[src/sdsb_pkg.sv]
package sdsb_pkg;

   localparam int BLOCK_BYTES = 512;
   localparam int WAKE_BYTES  = 10;
   localparam int COUNT_MAX   = (BLOCK_BYTES > WAKE_BYTES) ? BLOCK_BYTES : WAKE_BYTES;
   localparam int COUNT_W     = $clog2(COUNT_MAX + 1);

   typedef logic [COUNT_W-1:0] count_type;

   // Host function codes.
   localparam logic [2:0] FUNC_INIT  = 3'd0;
   localparam logic [2:0] FUNC_READ  = 3'd1;
   localparam logic [2:0] FUNC_WRITE = 3'd2;
   localparam logic [2:0] FUNC_POLL  = 3'd3;
   localparam logic [2:0] FUNC_XFER  = 3'd4;

   // Card command indexes.
   localparam logic [5:0] CMD_RESET  = 6'd0;
   localparam logic [5:0] CMD_OPCOND = 6'd1;
   localparam logic [5:0] CMD_BLKLEN = 6'd16;
   localparam logic [5:0] CMD_READ   = 6'd17;
   localparam logic [5:0] CMD_WRITE  = 6'd24;

   localparam logic [7:0] BYTE_IDLE  = 8'hFF;
   localparam logic [7:0] CRC_RESET  = 8'h95;
   localparam logic [7:0] CMD_PREFIX = 8'h40;
   localparam logic [7:0] DATA_TOKEN = 8'hFE;
   localparam logic [7:0] STATUS_CMD = 8'h0D;

   localparam logic [3:0] INIT_FRAME_LEN = 4'd9;
   localparam logic [3:0] DATA_FRAME_LEN = 4'd7;

   typedef enum logic [3:0] {
      PH_IDLE,
      PH_WAKE,
      PH_FRAME,
      PH_R1,
      PH_TOKEN,
      PH_RDATA,
      PH_RCRC,
      PH_WFILL,
      PH_WTOKEN,
      PH_WDATA,
      PH_POLL,
      PH_PTAIL
   } phase_type;

   typedef struct packed {
      phase_type   phase;
      count_type   byte_count;
      logic [31:0] addr;
      logic [7:0]  last_response;
      logic [5:0]  cmd_index;
   } state_type;

   typedef struct packed {
      logic       send_valid;
      logic [7:0] mosi_byte;
      logic       select_low;
      logic [7:0] read_byte;
      logic       read_valid;
      logic       read_last;
      logic       want_write_byte;
      logic       done_res;
      logic [7:0] response;
      logic       write_busy;
   } result_type;

   function automatic logic is_init_cmd(input logic [5:0] cmd);
      return (cmd == CMD_RESET) || (cmd == CMD_OPCOND) || (cmd == CMD_BLKLEN);
   endfunction

   // Byte k of a command frame; byte 0 and everything past the CRC are idle.
   function automatic logic [7:0] frame_byte(input logic [5:0] cmd,
                                             input logic [31:0] addr,
                                             input count_type k);
      logic [31:0] arg;
      logic [7:0]  b;
      arg = '0;
      if (cmd == CMD_BLKLEN) begin
         arg = 32'(BLOCK_BYTES);
      end else if ((cmd == CMD_READ) || (cmd == CMD_WRITE)) begin
         arg = addr;
      end
      unique case (k)
         count_type'(1): b = CMD_PREFIX | {2'b00, cmd};
         count_type'(2): b = arg[31:24];
         count_type'(3): b = arg[23:16];
         count_type'(4): b = arg[15:8];
         count_type'(5): b = arg[7:0];
         count_type'(6): b = (cmd == CMD_RESET) ? CRC_RESET : BYTE_IDLE;
         default:        b = BYTE_IDLE;
      endcase
      return b;
   endfunction

endpackage

[src/sdsb_step.sv]
module sdsb_step
   import sdsb_pkg::*;
(
   input  state_type   state,
   input  logic [2:0]  func,
   input  logic [31:0] block_addr,
   input  logic [7:0]  miso_byte,
   input  logic [7:0]  write_byte,
   output logic        has_result,
   output state_type   next_state,
   output result_type  result
);

   count_type  cnt_inc;
   count_type  cnt_inc2;
   count_type  frame_len;
   logic       do_start;
   logic [5:0] start_cmd;
   logic       do_finish;
   logic       fin_busy;

   assign cnt_inc   = state.byte_count + count_type'(1);
   assign cnt_inc2  = state.byte_count + count_type'(2);
   assign frame_len = is_init_cmd(state.cmd_index) ? count_type'(INIT_FRAME_LEN)
                                                   : count_type'(DATA_FRAME_LEN);

   always_comb begin
      next_state = state;
      result     = '0;
      has_result = 1'b0;
      do_start   = 1'b0;
      start_cmd  = CMD_RESET;
      do_finish  = 1'b0;
      fin_busy   = 1'b0;

      if (func == FUNC_XFER) begin
         has_result = (state.phase != PH_IDLE);
         unique case (state.phase)
            PH_IDLE: begin
               has_result = 1'b0;
            end
            PH_WAKE: begin
               next_state.byte_count = cnt_inc;
               if (cnt_inc < count_type'(WAKE_BYTES)) begin
                  result.send_valid = 1'b1;
                  result.mosi_byte  = BYTE_IDLE;
               end else begin
                  do_start  = 1'b1;
                  start_cmd = CMD_RESET;
               end
            end
            PH_FRAME: begin
               next_state.byte_count = cnt_inc;
               if (cnt_inc < frame_len) begin
                  result.send_valid = 1'b1;
                  result.select_low = 1'b1;
                  result.mosi_byte  = frame_byte(state.cmd_index, state.addr, cnt_inc);
               end else if (!is_init_cmd(state.cmd_index)) begin
                  next_state.phase  = PH_R1;
                  result.send_valid = 1'b1;
                  result.select_low = 1'b1;
                  result.mosi_byte  = BYTE_IDLE;
               end else begin
                  next_state.last_response = miso_byte;
                  if (state.cmd_index == CMD_RESET) begin
                     do_start  = 1'b1;
                     start_cmd = CMD_OPCOND;
                  end else if (state.cmd_index == CMD_OPCOND) begin
                     do_start  = 1'b1;
                     start_cmd = (miso_byte != 8'h00) ? CMD_OPCOND : CMD_BLKLEN;
                  end else if (miso_byte == BYTE_IDLE) begin
                     do_start  = 1'b1;
                     start_cmd = CMD_BLKLEN;
                  end else begin
                     do_finish = 1'b1;
                  end
               end
            end
            PH_R1: begin
               if (miso_byte != BYTE_IDLE) begin
                  next_state.last_response = miso_byte;
                  next_state.byte_count    = '0;
                  next_state.phase = (state.cmd_index == CMD_READ) ? PH_TOKEN : PH_WFILL;
               end
               result.send_valid = 1'b1;
               result.select_low = 1'b1;
               result.mosi_byte  = BYTE_IDLE;
            end
            PH_TOKEN: begin
               if (miso_byte != BYTE_IDLE) begin
                  next_state.phase      = PH_RDATA;
                  next_state.byte_count = '0;
               end
               result.send_valid = 1'b1;
               result.select_low = 1'b1;
               result.mosi_byte  = BYTE_IDLE;
            end
            PH_RDATA: begin
               result.send_valid = 1'b1;
               result.select_low = 1'b1;
               result.mosi_byte  = BYTE_IDLE;
               result.read_byte  = miso_byte;
               result.read_valid = 1'b1;
               if (cnt_inc >= count_type'(BLOCK_BYTES)) begin
                  result.read_last      = 1'b1;
                  next_state.phase      = PH_RCRC;
                  next_state.byte_count = '0;
               end else begin
                  next_state.byte_count = cnt_inc;
               end
            end
            PH_RCRC: begin
               next_state.byte_count = cnt_inc;
               if (cnt_inc < count_type'(2)) begin
                  result.send_valid = 1'b1;
                  result.select_low = 1'b1;
                  result.mosi_byte  = BYTE_IDLE;
               end else begin
                  do_finish = 1'b1;
               end
            end
            PH_WFILL: begin
               next_state.byte_count = cnt_inc;
               result.send_valid     = 1'b1;
               result.select_low     = 1'b1;
               if (cnt_inc < count_type'(3)) begin
                  result.mosi_byte = BYTE_IDLE;
               end else begin
                  next_state.phase       = PH_WTOKEN;
                  result.mosi_byte       = DATA_TOKEN;
                  result.want_write_byte = 1'b1;
               end
            end
            PH_WTOKEN: begin
               next_state.phase       = PH_WDATA;
               next_state.byte_count  = '0;
               result.send_valid      = 1'b1;
               result.select_low      = 1'b1;
               result.mosi_byte       = write_byte;
               result.want_write_byte = (BLOCK_BYTES > 1);
            end
            PH_WDATA: begin
               next_state.byte_count = cnt_inc;
               if (cnt_inc < count_type'(BLOCK_BYTES)) begin
                  result.send_valid      = 1'b1;
                  result.select_low      = 1'b1;
                  result.mosi_byte       = write_byte;
                  result.want_write_byte = (cnt_inc2 < count_type'(BLOCK_BYTES));
               end else begin
                  do_finish = 1'b1;
               end
            end
            PH_POLL: begin
               next_state.last_response = miso_byte;
               if (miso_byte == BYTE_IDLE) begin
                  do_finish = 1'b1;
                  fin_busy  = 1'b1;
               end else begin
                  next_state.phase      = PH_PTAIL;
                  next_state.byte_count = '0;
                  result.send_valid     = 1'b1;
                  result.mosi_byte      = BYTE_IDLE;
               end
            end
            PH_PTAIL: begin
               next_state.byte_count = cnt_inc;
               if (cnt_inc < count_type'(3)) begin
                  result.send_valid = 1'b1;
                  result.mosi_byte  = BYTE_IDLE;
               end else begin
                  do_finish = 1'b1;
               end
            end
            default: begin
               has_result = 1'b0;
            end
         endcase
      end else if ((state.phase == PH_IDLE) && (func < FUNC_XFER)) begin
         has_result = 1'b1;
         unique case (func)
            FUNC_INIT: begin
               next_state.phase      = PH_WAKE;
               next_state.byte_count = '0;
               result.send_valid     = 1'b1;
               result.mosi_byte      = BYTE_IDLE;
            end
            FUNC_READ: begin
               next_state.addr = block_addr;
               do_start        = 1'b1;
               start_cmd       = CMD_READ;
            end
            FUNC_WRITE: begin
               next_state.addr = block_addr;
               do_start        = 1'b1;
               start_cmd       = CMD_WRITE;
            end
            default: begin
               next_state.phase      = PH_POLL;
               next_state.byte_count = '0;
               result.send_valid     = 1'b1;
               result.select_low     = 1'b1;
               result.mosi_byte      = STATUS_CMD;
            end
         endcase
      end

      if (do_start) begin
         next_state.cmd_index  = start_cmd;
         next_state.phase      = PH_FRAME;
         next_state.byte_count = '0;
         result                = '0;
         result.send_valid     = 1'b1;
         result.select_low     = 1'b1;
         result.mosi_byte      = frame_byte(start_cmd, next_state.addr, '0);
      end
      if (do_finish) begin
         next_state.phase      = PH_IDLE;
         next_state.byte_count = '0;
         result                = '0;
         result.done_res       = 1'b1;
         result.write_busy     = fin_busy;
      end
      result.response = next_state.last_response;
   end

endmodule

[src/sdsb_out_buf.sv]
module sdsb_out_buf
   import sdsb_pkg::*;
(
   input  logic       clock,
   input  logic       reset,
   input  logic       push,
   input  result_type push_data,
   output logic       space,
   output logic       out_valid,
   input  logic       out_ready,
   output result_type out_data
);

   logic       main_valid_ff, main_valid_in;
   logic       skid_valid_ff, skid_valid_in;
   result_type main_ff, main_in;
   result_type skid_ff, skid_in;
   logic       pop;

   assign pop       = main_valid_ff && out_ready;
   assign space     = !skid_valid_ff;
   assign out_valid = main_valid_ff;
   assign out_data  = main_ff;

   // A push never arrives while the skid entry is full.
   always_comb begin
      main_valid_in = main_valid_ff;
      skid_valid_in = skid_valid_ff;
      main_in       = main_ff;
      skid_in       = skid_ff;
      if (skid_valid_ff) begin
         if (pop) begin
            main_in       = skid_ff;
            skid_valid_in = 1'b0;
         end
      end else if (main_valid_ff) begin
         if (pop && push) begin
            main_in = push_data;
         end else if (pop) begin
            main_valid_in = 1'b0;
         end else if (push) begin
            skid_in       = push_data;
            skid_valid_in = 1'b1;
         end
      end else if (push) begin
         main_in       = push_data;
         main_valid_in = 1'b1;
      end
   end

   always_ff @(posedge clock) begin
      if (reset) begin
         main_valid_ff <= 1'b0;
         skid_valid_ff <= 1'b0;
      end else begin
         main_valid_ff <= main_valid_in;
         skid_valid_ff <= skid_valid_in;
      end
      main_ff <= main_in;
      skid_ff <= skid_in;
   end

endmodule

[src/sd_spi_block_sequencer.sv]
// Results are registered in the result buffer and presented on the rsp_ channel from there.
// Throughput: one request transaction per cycle while the result buffer has space, set by the
// combinational step logic that decides each finished SPI exchange, with a two-entry result buffer
// that keeps accepting while one result waits. Reset (synchronous, active high) returns the sequencer
// to idle, clears the byte count, command index and address, sets the captured response to 0xFF,
// and empties the result buffer.
module sd_spi_block_sequencer
   import sdsb_pkg::*;
(
   input  logic        clock,
   input  logic        reset,

   input  logic        req_valid,
   output logic        req_ready,
   input  logic [2:0]  req_func,
   input  logic [31:0] req_block_addr,
   input  logic [7:0]  req_miso_byte,
   input  logic [7:0]  req_write_byte,

   output logic        rsp_valid,
   input  logic        rsp_ready,
   output logic        rsp_send_valid,
   output logic [7:0]  rsp_mosi_byte,
   output logic        rsp_select_low,
   output logic [7:0]  rsp_read_byte,
   output logic        rsp_read_valid,
   output logic        rsp_read_last,
   output logic        rsp_want_write_byte,
   output logic        rsp_done_res,
   output logic [7:0]  rsp_response,
   output logic        rsp_write_busy
);

   state_type  state_ff;
   state_type  state_in;
   state_type  step_state;
   result_type step_result;
   result_type out_data;
   logic       step_has_result;
   logic       req_fire;
   logic       buf_space;

   assign req_ready = buf_space;
   assign req_fire  = req_valid && req_ready;

   // The step logic sees the current sequencer state and the offered transaction. Ignored
   // transactions (requests while busy, exchanges while idle, unknown functions) leave the
   // state unchanged and produce no result.
   sdsb_step u_step (
      .state      (state_ff),
      .func       (req_func),
      .block_addr (req_block_addr),
      .miso_byte  (req_miso_byte),
      .write_byte (req_write_byte),
      .has_result (step_has_result),
      .next_state (step_state),
      .result     (step_result)
   );

   assign state_in = req_fire ? step_state : state_ff;

   always_ff @(posedge clock) begin
      if (reset) begin
         state_ff.phase         <= PH_IDLE;
         state_ff.byte_count    <= '0;
         state_ff.addr          <= '0;
         state_ff.last_response <= BYTE_IDLE;
         state_ff.cmd_index     <= CMD_RESET;
      end else begin
         state_ff <= state_in;
      end
   end

   // Results are buffered so the next exchange can be decided while one still waits.
   sdsb_out_buf u_out_buf (
      .clock     (clock),
      .reset     (reset),
      .push      (req_fire && step_has_result),
      .push_data (step_result),
      .space     (buf_space),
      .out_valid (rsp_valid),
      .out_ready (rsp_ready),
      .out_data  (out_data)
   );

   assign rsp_send_valid      = out_data.send_valid;
   assign rsp_mosi_byte       = out_data.mosi_byte;
   assign rsp_select_low      = out_data.select_low;
   assign rsp_read_byte       = out_data.read_byte;
   assign rsp_read_valid      = out_data.read_valid;
   assign rsp_read_last       = out_data.read_last;
   assign rsp_want_write_byte = out_data.want_write_byte;
   assign rsp_done_res        = out_data.done_res;
   assign rsp_response        = out_data.response;
   assign rsp_write_busy      = out_data.write_busy;

endmodule

[config.mk]
export PLATFORM = sky130hd
export DESIGN_NAME = sd_spi_block_sequencer
export DESIGN_NICKNAME = d
export VERILOG_FILES = /design/src/sdsb_pkg.sv /design/src/sdsb_step.sv /design/src/sdsb_out_buf.sv /design/src/sd_spi_block_sequencer.sv
export SDC_FILE = /design/constraint.sdc
export NUM_CORES = 1
export LEC_CHECK = 0
export ABC_AREA = 0
export ABC_CLOCK_PERIOD_IN_PS = 5220
export CAP_MARGIN = 20
export CORE_MARGIN = 5
export CORE_UTILIZATION = 50
export DETAILED_ROUTE_END_ITERATION = 12
export DONT_BUFFER_PORTS = 1
export PLACE_DENSITY = 0.74
export SLEW_MARGIN = 20
export SYNTH_ARGS = -nofsm -noshare
export SYNTH_HDL_FRONTEND = slang
export SYNTH_SLANG_ARGS = --single-unit
[constraint.sdc]
create_clock -name clock -period 5.22 [get_ports clock]
set_input_delay 0.261 -clock clock [delete_from_list [all_inputs] [get_ports clock]]
set_output_delay 0.261 -clock clock [all_outputs]
set_load 0.01 [all_outputs]
; Yosys cells after proc, flatten, opt, wreduce, memory -nomap -nowiden
; Cells that the tools add are included.
[word_totals]
register_bits = 124
in_bits = 55
output_inout_bits = 33
wordCells = 203
[op_classes]
addsub = 2
n_lt_le_gt_ge = 8
eq_ne = 38
n_mux = 96
bitwise_logic = 4
reduce_logical = 28
[op_table]
columns = operator, n
row1 = $mux W31, 7
row2 = $mux W32, 3
row3 = $mux W14, 6
row4 = $pmux W9 S9, 1
row5 = $mux W10, 8
row6 = $pmux W10 S6, 1
row7 = $pmux W8 S6, 1
row8 = $mux W46, 1
row9 = $mux W6, 7
row10 = $mux W1, 35
row11 = $ne A5 B3 Y1 const B, 7
row12 = $mux W8, 4
row13 = $eq A10 B3 Y1 const B, 3
row14 = $pmux W14 S2, 1
row15 = $pmux W4 S7, 1
row16 = $mux W9, 3
row17 = $pmux W8 S3, 1
row18 = $eq A10 B2 Y1 const B, 2
row19 = $lt A10 B10 Y1 const B, 2
row20 = $lt A10 B2 Y1 const B, 2
row21 = $mux W4, 5
row22 = $eq A6 B5 Y1 const B, 3
row23 = $pmux W9 S2, 1
row24 = $eq A4 B3 Y1 const B, 4
row25 = 51 further kinds, 67

; Depth between registers and ports, before layout
[depth]
word_depth = 13
depth_mapped = 15
ltp_nobuf = 13

; Cells and area by module
; From an unflattened synthesis, not the netlist that was laid out.
[unflattened]
cells_unflattened = 841
hier_area_um2 = 8005.2
[by_module_without_submodules]
columns = mod, n_inst, cells_each, area_each_um2, seq_area_each_um2
row1 = sdsb_step, 1, 464, 2960.3, 0.0
row2 = sd_spi_block_sequencer, 1, 267, 2622.5, 1201.2
row3 = sdsb_out_buf, 1, 110, 2422.3, 1901.8

; Worst setup path before layout
; OpenSTA, ideal clock, no wires.
[synth_path]
path_type = in2reg
start = input port req_func[1]
end = register u_out_buf.skid_ff[0] in the netlist's numbering (enable)
setup_time_ps = 465
t_arrival_ps = 3561
required_ps = 4755
slack_ps = 1194
path_stages = 5
path_buffers = 1
cell_sequence = clkbuf_1 > nor2_1 > and3_1 > o21ai_0 > nor3b_1
[synth_via]
elab_chain_cells = 8
elab_cells_between_ends = 9
classes_between = order compare (1) / eq/ne (1) / mux (2) / bitwise (1) / reduce/logical (4)
[synth_lines]
columns = element, line
row1 = "start, declared", sd_spi_block_sequencer.sv:15  ; input logic [2:0] req_func,
row2 = $lt A3 B3 Y1, sdsb_step.sv:178  ; end else if ((state.phase == PH_IDLE) && (func < FUNC_XFER)) begin
row3 = $logic_and A1 B1 Y1, sdsb_step.sv:178
row4 = $mux W1, sdsb_step.sv:178
row5 = $mux W1 (*), sdsb_step.sv:36  ; if (func == FUNC_XFER) begin
row6 = $logic_and A1 B1 Y1 (*), sd_spi_block_sequencer.sv:78  ; .push (req_fire && step_has_result),
row7 = $logic_and A1 B1 Y1, sdsb_out_buf.sv:37  ; if (pop && push) begin
row8 = $not A1 Y1 (no source line), -
row9 = $reduce_and A5 Y1 (no source line) (*), -
row10 = "end signal, assigned", sdsb_out_buf.sv:60  ; skid_ff <= skid_in;
row11 = "end, declared", sdsb_out_buf.sv:17  ; result_type skid_ff, skid_in;
; Every way passes the cells marked *; elsewhere a longest branch is shown, timed or not.
; A chain may end at the register's enable or synchronous reset.

==> flow_metrics.env <==
export IMPL_clkTransAtPathRegs_ns=0.05
export IMPL_top_level_ports=88
export IMPL_ys_seq_area_share_pct=45.5
export IMPL_h_tree_depth=4
export IMPL_fin_crit_ns=3.98
export IMPL_grt_usage_pct=23.4
export IMPL_cts_sinks=121
export IMPL_post_drt_wl_per_cell_um=19.1
export IMPL_crit_chain="ha_1 -> nand4_2 -> or4_4 -> and3_4 -> o31ai_2 -> nand2_2 -> nor2_1 -> nand2_1 -> o31ai_1"
export IMPL_worst_pin_slew_ns=1.02
export IMPL_die_h_um=126
export IMPL_cts_repair_resized=0
export IMPL_clk_latency_ns=0.42
export IMPL_cp_required_ns=5.44
export IMPL_drc=0
export IMPL_grt_max_degree=54
export IMPL_drtPass1Iterations=6
export IMPL_drive_gt1_share_pct=8.35
export IMPL_rsz0062_at_grt="false"
export IMPL_dp_hpwl_um=12800
export IMPL_antenna_left=0
export IMPL_outcome="finished clean"
export IMPL_final_area_um2=7730
export IMPL_syn_to_final_growth_pct=15.6
export IMPL_cts_buffers=17
export IMPL_dr_first_iter_drc_count=572
export IMPL_hold_depth=2
export IMPL_grt_antenna_before_repair=0
export IMPL_cts_buffer_depth=2
export IMPL_vias=6056
export IMPL_grt_pass1_wl_um=29800
export IMPL_fin_tns_setup_ns=0
export IMPL_power_leakage_nw=2.67
export IMPL_whs_ns=0.000356
export IMPL_start_kind="flip-flop"
export IMPL_maxCapViolCount=0
export IMPL_crit_fanout=20
export IMPL_die_width_um=126
export IMPL_cp_slowest_cell="or4_4"
export IMPL_dpl_cell_area_um2=6750
export IMPL_syn_area_um2=6680
export IMPL_crit_path_end_kind="flip-flop"
export IMPL_start_util_pct=50.7
export IMPL_nets=839
export IMPL_synthDistinctLibCells=75
export IMPL_hold_path_startpoint="req_block_addr[29]"
export IMPL_fin_skew_ns=0.0107
export IMPL_hold_viol=0
export IMPL_antenna_cells=0
export IMPL_cpPeakStageDelay_ns=0.58
export IMPL_hold_end="state_ff[43]$_SDFFE_PP0P_"
export IMPL_register_area_um2=3040
export IMPL_io_buffers=0
export IMPL_r2r_cells=9
export IMPL_arrival_ns=4.20
export IMPL_cts_tree="yes"
export IMPL_drv_slew=0
export IMPL_path_class="reg2reg"
export IMPL_reg2reg_to="u_out_buf.out_data[17]$_DFFE_PP_"
export IMPL_synthArstFlopShare_pct=0
export IMPL_synth_cells=765
export IMPL_nFillCells=1108
export IMPL_place_congestion=0.921
export IMPL_ir_drop_mv=0.197
export IMPL_syn_avg_cell_area_um2=8.74
export IMPL_via_per_inst=6.27
export IMPL_dieArea_um2=15800
export IMPL_ys_flop_type="edfxtp_1"
export IMPL_syn_nets=827
export IMPL_multi_input_area_um2=3370
export IMPL_grt_ovfl_total=0
export IMPL_slew_limit_headroom_pct=31.7
export IMPL_row_count=42
export IMPL_crit_reg2reg_launch="state_ff[47]$_SDFFE_PP0P_"
export IMPL_p_per_area_nw_per_um2=320
export IMPL_fmax_mhz=251
export IMPL_rrSetupSlack_ns=1.24
export IMPL_setup_viol=0
export IMPL_ys_ff_latch=121
export IMPL_ctsRootBufferMaster="clkbuf_16"
export IMPL_first_global_vias=5717
export IMPL_synth_edf_count=62
export IMPL_coreArea_um2=13200
export IMPL_yosysWarnings=0
export IMPL_hold_class="in2reg"
export IMPL_postCtsSetupBuffers=0
export IMPL_post_route_period_util_pct=76.3
export IMPL_drt_wl_total_um=18400
[layer usage]
metal	part of all wire [%]	up-vias	GRT usage, %
li1	-	2840	-
met3	6.9	54	5.50
met1	42	2875	29.9
met4	3.3	0	10.7
met5	0	-	0
met2	48	287	37.8
[critical path: cells and delay by family (launching register included)]
family                   cells  cell delay (ns)
adder cells (fa/ha/maj)      1             0.55
AO/OA/AOI/OAI                2             0.77
flip-flops                   1             0.56
AND/OR/NAND/NOR              6             1.89
[cell type report]
class,instances,share of cell area (%)
multi-input combinational,574,43.6
sequential,121,39.4
clock buffer,22,5.75
timing repair buffer,42,5.41
tap,176,2.85
clock inverter,10,1.98
inverter,21,1.02
[repair_timing]
item,in CTS,in global routing
hold endpoints to repair,53,0
endpoints found under the setup margin,0,0
hold buffers,37,0
[cell families (layout without fill, tap and decap cells)]
group | Yosys count | in the layout | synth area share [%]
flip-flops | 121 | 121 | 45.5
XOR/XNOR | 6 | 6 | 0.786
AND/OR/NAND/NOR | 323 | 323 | 22.8
AO/OA/AOI/OAI | 222 | 222 | 22.7
multiplexers | 16 | 16 | 2.66
adder cells (fa/ha/maj) | 7 | 7 | 1.31
buffers and inverters | 70 | 95 | 4.25
[synth_stat cells, types with 5 or more instances]
cell type  instances  area share, %
a21o_1            14            1.6
inv_1             19            1.1
nor4_1             5           0.47
nand2b_1           9           0.84
ha_1               7            1.3
nor3_1            14            1.0
clkbuf_1          39            2.2
nand2_1          148            8.3
o31ai_1           16            1.8
buf_2              5           0.37
dfxtp_1           59             18
nand4_1           14            1.3
nor2_1            59            3.3
edfxtp_1          62             28
a22oi_1           17            1.9
or3_1              6           0.56
mux2_2            14            2.4
and3_1             7           0.66
a211oi_1           7           0.79
o21ai_0           25            1.9
a22o_1            10            1.3
nor2b_1            7           0.66
nand3_1           23            1.7
o211ai_1          11            1.2
a21oi_1           65            4.9
[registers in the layout, indices dropped and copies added, names as in the netlist]
name                     count
u_out_buf.out_data          31
u_out_buf.skid_ff           31
state_ff                    57
u_out_buf.skid_valid_ff      1
u_out_buf.out_valid          1
[layout by cell type (no fill, tap or decap), types with 9 or more instances in the layout]
| cell type | instances |
|---|---|
| nand4_1 | 14 |
| o31ai_1 | 16 |
| o211ai_1 | 11 |
| nand2b_1 | 9 |
| dlygate4sd3_1 | 36 |
| edfxtp_1 | 62 |
| a21oi_1 | 65 |
| nand3_1 | 23 |
| inv_1 | 19 |
| dfxtp_1 | 59 |
| mux2_2 | 14 |
| a22o_1 | 10 |
| o21ai_0 | 25 |
| nor3_1 | 13 |
| nand2_1 | 148 |
| a21o_1 | 14 |
| nor2_1 | 59 |
| a22oi_1 | 16 |
| clkbuf_16 | 17 |
[per-stage QoR]
stage | setup slack [ns] | instances | util [%] | power, W
global placement | 1.40 | 897 | 51.2 | 0.00125
floorplan | 1.19 | 765 | - | 0.00122
finish | 1.24 | 966 | 58.6 | 0.00247
CTS | 1.25 | 966 | 58.6 | 0.00248
global route | 0.847 | 966 | 58.6 | 0.00255
detailed placement | 1.28 | 897 | 51.2 | 0.00126
[how the worst max path moves through the flow]
stage / to / slack [ns] / from
floorplan: u_out_buf.skid_ff[0]$_DFFE_PP_ / 1.19 / req_func[1]
global placement: u_out_buf.out_data[20]$_DFFE_PP_ / 1.40 / state_ff[47]$_SDFFE_PP0P_
detailed placement: u_out_buf.out_data[17]$_DFFE_PP_ / 1.28 / state_ff[47]$_SDFFE_PP0P_
CTS: u_out_buf.out_data[19]$_DFFE_PP_ / 1.25 / state_ff[47]$_SDFFE_PP0P_
global route: u_out_buf.out_data[17]$_DFFE_PP_ / 0.85 / state_ff[47]$_SDFFE_PP0P_
finish: u_out_buf.out_data[17]$_DFFE_PP_ / 1.24 / state_ff[47]$_SDFFE_PP0P_
[report_power, final]
group	total [W]	leakage [nW]	internal [W]	switching, W
Combinational	0.000204	1.38	0.0000759	0.000129
Sequential	0.00107	1.01	0.00104	0.0000318
Clock	0.00119	0.285	0.000792	0.000402
No activity file was read; power rests on OpenSTA's default activity.
